### src/sv/agm_pkg.sv
// ----------------------------------------------------------------------------
// agm_pkg
// Shared constants and types of the audio gain and level meter: field widths,
// frame length limit, divider and root sizes, and the queue entry layout.
// ----------------------------------------------------------------------------
`default_nettype none

package agm_pkg;

  localparam int MAX_FRAME_SAMPLES = 1024;

  localparam int SAMPLE_W = 16;
  localparam int GAIN_W   = 16;
  localparam int MAG_W    = SAMPLE_W + 1;
  localparam int PROD_W   = MAG_W + GAIN_W;
  localparam int SQ_W     = 2 * SAMPLE_W;
  localparam int CNT_W    = $clog2(MAX_FRAME_SAMPLES + 1);
  localparam int ACC_W    = 41;
  localparam int PEAK_W   = 16;
  localparam int RMS_W    = 16;
  localparam int SEQ_W    = 32;

  localparam logic [ACC_W-1:0] ACC_MAX = {ACC_W{1'b1}};

  // restoring divider and bit-pair square root
  localparam int DIV_STEPS  = ACC_W;
  localparam int SQRT_W     = ACC_W + (ACC_W % 2);
  localparam int SQRT_STEPS = SQRT_W / 2;
  localparam int SREM_W     = SQRT_STEPS + 4;
  localparam int STEP_W     = $clog2(DIV_STEPS);

  localparam int QUEUE_DEPTH = 2;
  localparam int QPTR_W      = (QUEUE_DEPTH > 1) ? $clog2(QUEUE_DEPTH) : 1;

  // configuration port
  localparam int CFG_ADDR_W = 3;
  localparam int CFG_DATA_W = 32;
  localparam logic [0:0] REG_GAIN_Q8_8 = 1'b0;
  localparam logic [GAIN_W-1:0] GAIN_RESET = GAIN_W'(256);

  typedef struct packed {
    logic [SAMPLE_W-1:0] sample;
    logic                frame_done;
    logic [CNT_W-1:0]    samples;
    logic [ACC_W-1:0]    sum;
    logic [PEAK_W-1:0]   peak;
    logic [SEQ_W-1:0]    frame_no;
  } agm_entry_t;

endpackage

`default_nettype wire

### src/sv/agm_front.sv
// ----------------------------------------------------------------------------
// agm_front
// Takes one sample at a time, applies the Q8.8 gain with saturation, squares
// the result and updates the frame statistics, then pushes a queue entry.
// ----------------------------------------------------------------------------
`default_nettype none

module agm_front (
  input  wire logic                                 clk,
  input  wire logic                                 rst_n,
  input  wire logic                                 in_valid,
  output logic                                      in_stall,
  input  wire logic signed [agm_pkg::SAMPLE_W-1:0]  in_sample_in,
  input  wire logic                                 in_frame_end,
  input  wire logic        [agm_pkg::GAIN_W-1:0]    gain,
  input  wire logic                                 q_full,
  output logic                                      push,
  output agm_pkg::agm_entry_t                       push_entry
);

  typedef enum logic [1:0] {F_IDLE, F_MUL, F_SQ, F_ACC} fstate_t;

  fstate_t                          state_r;
  logic                             neg_r;
  logic                             fe_r;
  logic [agm_pkg::MAG_W-1:0]        mag_in_r;
  logic [agm_pkg::PROD_W-1:0]       prod_r;
  logic [agm_pkg::SAMPLE_W-1:0]     mag_r;
  logic [agm_pkg::SQ_W-1:0]         sq_r;
  logic [agm_pkg::ACC_W-1:0]        acc_r;
  logic [agm_pkg::PEAK_W-1:0]       peak_r;
  logic [agm_pkg::CNT_W-1:0]        cnt_r;
  logic [agm_pkg::SEQ_W-1:0]        seq_r;

  logic [agm_pkg::SAMPLE_W-1:0]     raw;
  logic                             raw_neg;
  logic [agm_pkg::MAG_W-1:0]        mag_in;
  logic [agm_pkg::PROD_W-9:0]       shifted;
  logic [agm_pkg::PROD_W-9:0]       limit;
  logic [agm_pkg::SAMPLE_W-1:0]     sat_mag;
  logic [agm_pkg::ACC_W:0]          sum_ext;
  logic [agm_pkg::ACC_W-1:0]        acc_nxt;
  logic [agm_pkg::PEAK_W-1:0]       peak_nxt;
  logic [agm_pkg::CNT_W-1:0]        cnt_nxt;
  logic                             done;
  logic [agm_pkg::SAMPLE_W-1:0]     sample_bits;

  assign raw     = $unsigned(in_sample_in);
  assign raw_neg = raw[agm_pkg::SAMPLE_W-1];
  assign mag_in  = raw_neg ? (agm_pkg::MAG_W'(1 << agm_pkg::SAMPLE_W) - {1'b0, raw})
                           : {1'b0, raw};

  // truncate toward zero, then clamp to the signed range
  assign shifted = prod_r[agm_pkg::PROD_W-1:8];
  assign limit   = neg_r ? (agm_pkg::PROD_W-8)'(32768) : (agm_pkg::PROD_W-8)'(32767);
  assign sat_mag = (shifted > limit) ? limit[agm_pkg::SAMPLE_W-1:0]
                                     : shifted[agm_pkg::SAMPLE_W-1:0];

  assign sample_bits = neg_r ? (agm_pkg::SAMPLE_W'(0) - mag_r) : mag_r;
  assign sum_ext     = {1'b0, acc_r} + (agm_pkg::ACC_W+1)'(sq_r);
  assign acc_nxt     = sum_ext[agm_pkg::ACC_W] ? agm_pkg::ACC_MAX
                                               : sum_ext[agm_pkg::ACC_W-1:0];
  assign peak_nxt    = (agm_pkg::PEAK_W'(mag_r) > peak_r) ? agm_pkg::PEAK_W'(mag_r) : peak_r;
  assign cnt_nxt     = cnt_r + agm_pkg::CNT_W'(1);
  assign done        = fe_r || (cnt_nxt >= agm_pkg::CNT_W'(agm_pkg::MAX_FRAME_SAMPLES));

  assign in_stall = (state_r != F_IDLE);
  assign push     = (state_r == F_ACC) && !q_full;

  always_comb begin
    push_entry            = '0;
    push_entry.sample     = sample_bits;
    if (done) begin
      push_entry.frame_done = 1'b1;
      push_entry.samples    = cnt_nxt;
      push_entry.sum        = acc_nxt;
      push_entry.peak       = peak_nxt;
      push_entry.frame_no   = seq_r;
    end
  end

  always_ff @(posedge clk) begin
    if (!rst_n) begin
      state_r <= F_IDLE;
      acc_r   <= '0;
      peak_r  <= '0;
      cnt_r   <= '0;
      seq_r   <= '0;
    end else begin
      unique case (state_r)
        F_IDLE: begin
          if (in_valid) begin
            neg_r    <= raw_neg;
            fe_r     <= in_frame_end;
            mag_in_r <= mag_in;
            state_r  <= F_MUL;
          end
        end
        F_MUL: begin
          prod_r  <= agm_pkg::PROD_W'(mag_in_r) * agm_pkg::PROD_W'(gain);
          state_r <= F_SQ;
        end
        F_SQ: begin
          mag_r   <= sat_mag;
          sq_r    <= agm_pkg::SQ_W'(sat_mag) * agm_pkg::SQ_W'(sat_mag);
          state_r <= F_ACC;
        end
        F_ACC: begin
          if (!q_full) begin
            if (done) begin
              acc_r  <= '0;
              peak_r <= '0;
              cnt_r  <= '0;
              seq_r  <= seq_r + agm_pkg::SEQ_W'(1);
            end else begin
              acc_r  <= acc_nxt;
              peak_r <= peak_nxt;
              cnt_r  <= cnt_nxt;
            end
            state_r <= F_IDLE;
          end
        end
        default: state_r <= F_IDLE;
      endcase
    end
  end

  a_frame_clears: assert property (@(posedge clk) disable iff (!rst_n)
    push && push_entry.frame_done |=> (cnt_r == '0) && (acc_r == '0))
    else $error("frame statistics not cleared after frame end");

endmodule

`default_nettype wire

### src/sv/agm_queue.sv
// ----------------------------------------------------------------------------
// agm_queue
// Short register queue between the per-sample front and the frame back end.
// ----------------------------------------------------------------------------
`default_nettype none

module agm_queue (
  input  wire logic                 clk,
  input  wire logic                 rst_n,
  input  wire logic                 push,
  input  wire agm_pkg::agm_entry_t  push_entry,
  output logic                      full,
  input  wire logic                 pop,
  output agm_pkg::agm_entry_t       pop_entry,
  output logic                      empty
);

  agm_pkg::agm_entry_t            entries_r [agm_pkg::QUEUE_DEPTH];
  logic [agm_pkg::QPTR_W-1:0]     wr_ptr_r;
  logic [agm_pkg::QPTR_W-1:0]     rd_ptr_r;
  logic [agm_pkg::QPTR_W:0]       count_r;

  function automatic logic [agm_pkg::QPTR_W-1:0] ptr_inc(input logic [agm_pkg::QPTR_W-1:0] p);
    return (p == agm_pkg::QPTR_W'(agm_pkg::QUEUE_DEPTH - 1)) ? '0 : p + agm_pkg::QPTR_W'(1);
  endfunction

  assign full      = (count_r == (agm_pkg::QPTR_W+1)'(agm_pkg::QUEUE_DEPTH));
  assign empty     = (count_r == '0);
  assign pop_entry = entries_r[rd_ptr_r];

  always_ff @(posedge clk) begin
    if (push) begin
      entries_r[wr_ptr_r] <= push_entry;
    end
  end

  always_ff @(posedge clk) begin
    if (!rst_n) begin
      wr_ptr_r <= '0;
      rd_ptr_r <= '0;
      count_r  <= '0;
    end else begin
      if (push) begin
        wr_ptr_r <= ptr_inc(wr_ptr_r);
      end
      if (pop) begin
        rd_ptr_r <= ptr_inc(rd_ptr_r);
      end
      if (push && !pop) begin
        count_r <= count_r + (agm_pkg::QPTR_W+1)'(1);
      end else if (pop && !push) begin
        count_r <= count_r - (agm_pkg::QPTR_W+1)'(1);
      end
    end
  end

  a_no_overflow: assert property (@(posedge clk) disable iff (!rst_n)
    push |-> !full)
    else $error("queue push while full");

  a_no_underflow: assert property (@(posedge clk) disable iff (!rst_n)
    pop |-> !empty)
    else $error("queue pop while empty");

endmodule

`default_nettype wire

### src/sv/agm_back.sv
// ----------------------------------------------------------------------------
// agm_back
// Drains the queue into the output register; on a frame end it divides the
// sum of squares by the count and takes the integer square root first.
// ----------------------------------------------------------------------------
`default_nettype none

module agm_back (
  input  wire logic                                 clk,
  input  wire logic                                 rst_n,
  input  wire agm_pkg::agm_entry_t                  pop_entry,
  input  wire logic                                 empty,
  output logic                                      pop,
  output logic                                      out_valid,
  input  wire logic                                 out_stall,
  output logic signed [agm_pkg::SAMPLE_W-1:0]       out_sample_out,
  output logic                                      out_frame_done,
  output logic        [agm_pkg::CNT_W-1:0]          out_frame_samples,
  output logic        [agm_pkg::ACC_W-1:0]          out_sum_of_squares,
  output logic        [agm_pkg::PEAK_W-1:0]         out_peak_level,
  output logic        [agm_pkg::RMS_W-1:0]          out_rms_level,
  output logic        [agm_pkg::SEQ_W-1:0]          out_frame_number
);

  typedef enum logic [1:0] {B_IDLE, B_DIV, B_SQRT, B_LOAD} bstate_t;

  bstate_t                              state_r;
  agm_pkg::agm_entry_t                  ent_r;
  agm_pkg::agm_entry_t                  out_ent_r;
  logic [agm_pkg::RMS_W-1:0]            out_rms_r;
  logic                                 out_valid_r;
  logic [agm_pkg::STEP_W-1:0]           step_r;
  logic [agm_pkg::ACC_W-1:0]            dvd_r;
  logic [agm_pkg::CNT_W:0]              rem_r;
  logic [agm_pkg::SQRT_W-1:0]           rad_r;
  logic [agm_pkg::SREM_W-1:0]           srem_r;
  logic [agm_pkg::SQRT_STEPS-1:0]       root_r;

  logic                                 out_free;
  logic                                 out_load;
  logic                                 out_valid_nxt;
  logic [agm_pkg::CNT_W:0]              div_sh;
  logic [agm_pkg::CNT_W+1:0]            div_diff;
  logic                                 div_ge;
  logic [agm_pkg::CNT_W:0]              rem_nxt;
  logic [agm_pkg::ACC_W-1:0]            dvd_nxt;
  logic [agm_pkg::SREM_W-1:0]           srem_sh;
  logic [agm_pkg::SREM_W-1:0]           trial;
  logic                                 sq_ge;
  logic [agm_pkg::SREM_W-1:0]           srem_nxt;
  logic [agm_pkg::SQRT_STEPS-1:0]       root_nxt;

  assign out_free = !out_valid_r || !out_stall;
  assign pop      = (state_r == B_IDLE) && !empty && (pop_entry.frame_done || out_free);

  // output register load and hold
  assign out_load      = (pop && !pop_entry.frame_done) || ((state_r == B_LOAD) && out_free);
  assign out_valid_nxt = out_load || (out_valid_r && out_stall);

  // one quotient bit a cycle
  assign div_sh   = {rem_r[agm_pkg::CNT_W-1:0], dvd_r[agm_pkg::ACC_W-1]};
  assign div_diff = {1'b0, div_sh} - (agm_pkg::CNT_W+2)'(ent_r.samples);
  assign div_ge   = !div_diff[agm_pkg::CNT_W+1];
  assign rem_nxt  = div_ge ? div_diff[agm_pkg::CNT_W:0] : div_sh;
  assign dvd_nxt  = {dvd_r[agm_pkg::ACC_W-2:0], div_ge};

  // one root bit a cycle
  assign srem_sh  = {srem_r[agm_pkg::SREM_W-3:0], rad_r[agm_pkg::SQRT_W-1 -: 2]};
  assign trial    = agm_pkg::SREM_W'({root_r, 2'b01});
  assign sq_ge    = (srem_sh >= trial);
  assign srem_nxt = sq_ge ? (srem_sh - trial) : srem_sh;
  assign root_nxt = {root_r[agm_pkg::SQRT_STEPS-2:0], sq_ge};

  always_ff @(posedge clk) begin
    if (!rst_n) begin
      state_r     <= B_IDLE;
      out_valid_r <= 1'b0;
      step_r      <= '0;
    end else begin
      out_valid_r <= out_valid_nxt;
      unique case (state_r)
        B_IDLE: begin
          if (pop) begin
            if (pop_entry.frame_done) begin
              ent_r   <= pop_entry;
              dvd_r   <= pop_entry.sum;
              rem_r   <= '0;
              step_r  <= '0;
              state_r <= B_DIV;
            end else begin
              out_ent_r <= pop_entry;
              out_rms_r <= '0;
            end
          end
        end
        B_DIV: begin
          dvd_r  <= dvd_nxt;
          rem_r  <= rem_nxt;
          step_r <= step_r + agm_pkg::STEP_W'(1);
          if (step_r == agm_pkg::STEP_W'(agm_pkg::DIV_STEPS - 1)) begin
            rad_r   <= agm_pkg::SQRT_W'(dvd_nxt);
            srem_r  <= '0;
            root_r  <= '0;
            step_r  <= '0;
            state_r <= B_SQRT;
          end
        end
        B_SQRT: begin
          rad_r  <= {rad_r[agm_pkg::SQRT_W-3:0], 2'b00};
          srem_r <= srem_nxt;
          root_r <= root_nxt;
          step_r <= step_r + agm_pkg::STEP_W'(1);
          if (step_r == agm_pkg::STEP_W'(agm_pkg::SQRT_STEPS - 1)) begin
            state_r <= B_LOAD;
          end
        end
        B_LOAD: begin
          if (out_free) begin
            out_ent_r <= ent_r;
            out_rms_r <= root_r[agm_pkg::RMS_W-1:0];
            state_r   <= B_IDLE;
          end
        end
        default: state_r <= B_IDLE;
      endcase
    end
  end

  assign out_valid          = out_valid_r;
  assign out_sample_out     = $signed(out_ent_r.sample);
  assign out_frame_done     = out_ent_r.frame_done;
  assign out_frame_samples  = out_ent_r.samples;
  assign out_sum_of_squares = out_ent_r.sum;
  assign out_peak_level     = out_ent_r.peak;
  assign out_rms_level      = out_rms_r;
  assign out_frame_number   = out_ent_r.frame_no;

  a_done_has_count: assert property (@(posedge clk) disable iff (!rst_n)
    out_valid_r && out_ent_r.frame_done |-> out_ent_r.samples != '0)
    else $error("frame result with zero sample count");

  a_root_fits: assert property (@(posedge clk) disable iff (!rst_n)
    state_r == B_LOAD |-> root_r[agm_pkg::SQRT_STEPS-1:agm_pkg::RMS_W] == '0)
    else $error("rms root exceeds output width");

  a_plain_passes: assert property (@(posedge clk) disable iff (!rst_n)
    pop && !pop_entry.frame_done |=> out_valid_r)
    else $error("plain sample not moved to output");

endmodule

`default_nettype wire

### src/sv/audio_gain_level_meter_core.sv
// ----------------------------------------------------------------------------
// audio_gain_level_meter_core
// Digital Q8.8 gain with per-frame sum of squares, peak, count and RMS meter.
// ----------------------------------------------------------------------------
// path: a sample passes the front states (idle, multiply, square, accumulate),
//   the queue and the output register; a frame end adds a 41-step divider
//   and a 21-step square root; the front takes a new request only in idle,
//   and a 2-entry queue lets samples continue behind a frame end
// reset: gain returns to unity (256), frame statistics and sequence clear
`default_nettype none

module audio_gain_level_meter_core (
  input  wire logic                                    clk,
  input  wire logic                                    rst_n,
  input  wire logic                                    in_valid,
  output logic                                         in_stall,
  input  wire logic signed [agm_pkg::SAMPLE_W-1:0]     in_sample_in,
  input  wire logic                                    in_frame_end,
  output logic                                         out_valid,
  input  wire logic                                    out_stall,
  output logic signed [agm_pkg::SAMPLE_W-1:0]          out_sample_out,
  output logic                                         out_frame_done,
  output logic        [agm_pkg::CNT_W-1:0]             out_frame_samples,
  output logic        [agm_pkg::ACC_W-1:0]             out_sum_of_squares,
  output logic        [agm_pkg::PEAK_W-1:0]            out_peak_level,
  output logic        [agm_pkg::RMS_W-1:0]             out_rms_level,
  output logic        [agm_pkg::SEQ_W-1:0]             out_frame_number,
  input  wire logic                                    psel,
  input  wire logic                                    penable,
  input  wire logic                                    pwrite,
  input  wire logic   [agm_pkg::CFG_ADDR_W-1:0]        paddr,
  input  wire logic   [agm_pkg::CFG_DATA_W-1:0]        pwdata,
  output logic        [agm_pkg::CFG_DATA_W-1:0]        prdata,
  output logic                                         pready
);

  logic [agm_pkg::GAIN_W-1:0] gain_r;
  logic                       cfg_hit;
  logic                       q_full;
  logic                       q_empty;
  logic                       push;
  logic                       pop;
  agm_pkg::agm_entry_t        push_entry;
  agm_pkg::agm_entry_t        pop_entry;

  assign pready  = 1'b1;
  assign cfg_hit = (paddr[agm_pkg::CFG_ADDR_W-1] == agm_pkg::REG_GAIN_Q8_8);
  assign prdata  = cfg_hit ? agm_pkg::CFG_DATA_W'(gain_r) : '0;

  always_ff @(posedge clk) begin
    if (!rst_n) begin
      gain_r <= agm_pkg::GAIN_RESET;
    end else if (psel && penable && pwrite && pready && cfg_hit) begin
      gain_r <= pwdata[agm_pkg::GAIN_W-1:0];
    end
  end

  agm_front u_front (
    .clk          (clk),
    .rst_n        (rst_n),
    .in_valid     (in_valid),
    .in_stall     (in_stall),
    .in_sample_in (in_sample_in),
    .in_frame_end (in_frame_end),
    .gain         (gain_r),
    .q_full       (q_full),
    .push         (push),
    .push_entry   (push_entry)
  );

  agm_queue u_queue (
    .clk        (clk),
    .rst_n      (rst_n),
    .push       (push),
    .push_entry (push_entry),
    .full       (q_full),
    .pop        (pop),
    .pop_entry  (pop_entry),
    .empty      (q_empty)
  );

  agm_back u_back (
    .clk                (clk),
    .rst_n              (rst_n),
    .pop_entry          (pop_entry),
    .empty              (q_empty),
    .pop                (pop),
    .out_valid          (out_valid),
    .out_stall          (out_stall),
    .out_sample_out     (out_sample_out),
    .out_frame_done     (out_frame_done),
    .out_frame_samples  (out_frame_samples),
    .out_sum_of_squares (out_sum_of_squares),
    .out_peak_level     (out_peak_level),
    .out_rms_level      (out_rms_level),
    .out_frame_number   (out_frame_number)
  );

endmodule

`default_nettype wire
### config.mk
export PLATFORM = sky130hd
export DESIGN_NAME = audio_gain_level_meter_core
export DESIGN_NICKNAME = d
export VERILOG_FILES = /design/src/sv/agm_pkg.sv /design/src/sv/agm_front.sv /design/src/sv/agm_queue.sv /design/src/sv/agm_back.sv /design/src/sv/audio_gain_level_meter_core.sv
export SDC_FILE = /design/constraint.sdc
export NUM_CORES = 2
export LEC_CHECK = 0
export BUFFER_PORTS_ARGS = -buffer_cell sky130_fd_sc_hd__buf_4
export CAP_MARGIN = 20
export CORE_MARGIN = 8
export CORE_UTILIZATION = 65
export DETAILED_ROUTE_END_ITERATION = 8
export GPL_TIMING_DRIVEN = 0
export MAX_ROUTING_LAYER = met4
export PLACE_DENSITY = 0.83
export SETUP_SLACK_MARGIN = 0.05
export SYNTH_ARGS = -nofsm -noshare
export SYNTH_HDL_FRONTEND = slang
export SYNTH_HIERARCHICAL = 1
export SYNTH_SLANG_ARGS = --single-unit
### constraint.sdc
create_clock -name clk -period 18.8 [get_ports clk]
set_input_delay 4.7 -clock clk [delete_from_list [all_inputs] [get_ports clk]]
set_output_delay 4.7 -clock clk [all_outputs]
set_load 0.02 [all_outputs]
==> results.tsv <==
stage	metric	value	unit
run_status	outcome	completed	
floorplan	num_rows	105	
power	power	8595	uW
power	max-vdd-ir-drop	0.2978	mV
place	gp_congestion	0.9691	
place	hpwl	89200	um
sta	tns	0	ps
route	drt_iter0_markers	2520	
critical_path	crit_buf_inv	8	
global_route	grt_pass1_wl	192300	um
cells_and_area	multiInputGateArea	26370	sq um
critical_path	critPathLaunchType	flop	
power	power.density	144.2	nW/um^2
cts	clock-root-buffer	clkbuf_16	
cts	numCtsBuffers	87	
synth	synth_flop_cell	edfxtp_1	
sta	timing.final.setup_violations	0	
sta	rsz0062_at_grt	no	
cells_and_area	diodes	0	
global_route	antenna_found_initial	0	
floorplan	fp.dieH	302.5	um
job	drv_cap	0	
synth	async_reset_ff_share	0	%
synth	synth_edf_count	711	
critical_path	critPathMaxStageDelay	720	ps
global_route	grt_pass1_vias	36170	
floorplan	ios	227	
cts	cts_tree	yes	
cts	clock_sinks	843	
cts	clockBufferDepth	3	
cells_and_area	regArea	23990	sq um
route	wirelength	120900	um
route	vias	34883	
place	dp.cells	5818	
cts	ctsHoldBuffers	0	
cts	h-tree-depth	3	
synth	yosys_warnings	6	
route	drc_errors	0	
route	wl_per_cell	20.20	um
critical_path	crit_arrival	10840	ps
synth	syn_area_per_cell	11.78	sq um
sta	finalCritPeriodShare	55.69	%
cells_and_area	nNetsFinal	5582	
global_route	grt_use_total	27.21	%
cells_and_area	area_delta_synth_final	11.74	%
place	io_buffers	191	
cts	cts_resized	0	
cts	clkSlewWorstSetupHoldPaths	50	ps
sta	drv_slew	0	
sta	max_slew.worst_pin.slew	1103	ps
cells_and_area	fillCellCount	5362	
power	leakage	0.02481	uW
cells_and_area	final_cell_mix	edfxtp_1, inv_1, nand2_1	
route	vias_per_cell	5.829	
cts	cts_setup_buffers	0	
critical_path	critPathKind	flop to flop	
critical_path	critical_path.max_fanout	15	
synth	synthCells	4529	
cts	insertion_delay	660	ps
floorplan	start_util	65.27	%
route	first_pass_iters	6	
sta	fin_skew	48.39	ps
cells_and_area	final_layout_size_suffix_gt1_share	16.54	%
synth	yosysSeqAreaShare	44.99	%
floorplan	core-area	81720	sq um
synth	syn-cell-area	53330	sq um
sta	fmax	0.09551	GHz
synth	yosysUniqueCellTypes	103	
critical_path	endpoint_kind	flop	
critical_path	crit_required	19160	ps
route	antenna_left	0	
critical_path	crit_family	adder cells	
global_route	grt_max_degree	61	
floorplan	dieArea	91480	sq um
hold_path	hold_path.class	flop to flop	
critical_path	cp_slowest_cell	edfxtp_1	
sta	slew_headroom	26.47	%
global_route	overflow	0	
synth	ys_ff_latch	843	
sta	hold_viol	0	
floorplan	die_w	302.5	um
cells_and_area	finalNonFillerCells	5984	
sta	min_period	10470	ps
cells_and_area	layout_commonest_cell	edfxtp_1	
worst paths after layout:
path / startpoint / to / slack (ps) / cells past startpoint
max: u_front/neg_r / u_front/sq_r[30] / 8330 / 33
min: u_front/acc_r[22] / u_front/acc_r[22] / 460 / 2
max reg2reg: u_front/neg_r / u_front/sq_r[30] / 8330 / 33
min reg2reg: u_front/acc_r[22] / u_front/acc_r[22] / 460 / 2
where the power goes:
group | total (uW) | leakage (uW) | internal, uW | switching [uW]
Combinational | 4210 | 0.0157 | 1790 | 2430
Sequential | 2600 | 0.00761 | 2490 | 110
Clock | 1790 | 0.00150 | 1050 | 740
flip-flops by register name, summed over array words and instances (netlist names), 17 cells and up, named ones only:
register and cells:
u_back/dvd_r 41, u_back/ent_r 116, u_back/out_frame_number 32, u_back/out_sum_of_squares 41, u_back/rad_r 42, u_back/root_r 21
u_back/srem_r 23, u_front/acc_r 41, u_front/mag_in_r 17, u_front/prod_r 25, u_front/seq_r 32, u_front/sq_r 30
u_queue/entries_r 234
metrics by stage:
step	hold slack, ps	util [%]	worst slack, ps	instance area (sq um)
after CTS	463.9	72.86	8460	59540
after global placement	439.9	68.73	5062	56160
after detailed placement	450.0	69.13	8469	56490
final	458.9	72.93	8329	59600
after global routing	491.9	72.93	7936	59600
after floorplan	429.1	-	7771	53390
kinds of logic (layout without fill, tap and decap cells):
kind of cell	count (synthesis)	after routing	share of synthesized area (%)
AOI/OAI and AO/OA	537	537	6.597
xor gates and xnor gates	167	167	2.742
adders and majority gates	683	683	21.29
buffers and inverters	748	1118	5.731
DFF	843	843	44.99
muxes	364	364	7.777
other	3	18	0.02111
and+or+nand+nor	1184	1184	10.86
cells in the mapped netlist, types with 19 or more instances:
library cell  number  area (sq um)
edfxtp_1         711         21350
inv_1            555          2083
nand2_1          415          1558
fa_1             374          7487
ha_1             309          3866
mux2_2           283          3187
nor2_1           243         912.1
and2_1           210          1314
a21oi_1          137         685.7
dfxtp_1          132          2643
o21ai_0          128         640.6
xnor2_1          122          1069
clkbuf_1         105         394.1
nand3_1           58         290.3
mux2i_1           51         510.5
xor2_1            45         394.1
a21o_1            44         330.3
nor2b_1           44         275.3
nor3_1            37         185.2
nand4_1           36         225.2
buf_2             34         170.2
mux2_4            30         450.4
buf_4             27         202.7
or3_1             27         168.9
o21a_1            26         195.2
and3_1            24         150.1
nand2b_1          21         131.4
o21bai_1          20         150.1
a211oi_1          19         142.6
a31oi_1           19         118.9
tightest hold or removal path, delay by kind of cell, from the launching register on:
| kind | cells | cell delay, ps |
|---|---|---|
| flops | 1 | 330 |
| compound gates | 1 | 60 |
| simple gates | 1 | 40 |
final cells by class:
type	instances	area share [%]
Buffer	185	1.583
Clock buffer	117	4.142
Sequential cell	843	40.26
Multi-Input combinational cell	2953	44.25
Inverter	563	3.546
Tap cell	1070	2.246
Timing Repair Buffer	207	3.006
Clock inverter	46	0.9657
routing by layer:
| layer | global-route usage (%) | up-vias | wire [um] |
|---|---|---|---|
| met5 | - | - | 0 |
| met4 | 9.316 | 0 | 4111 |
| met3 | 3.994 | 255 | 7962 |
| met2 | 45.34 | 1219 | 59870 |
| met1 | 34.32 | 17363 | 48920 |
| li1 | - | 16046 | - |
Note: power is estimated with default switching activity, not from simulation.
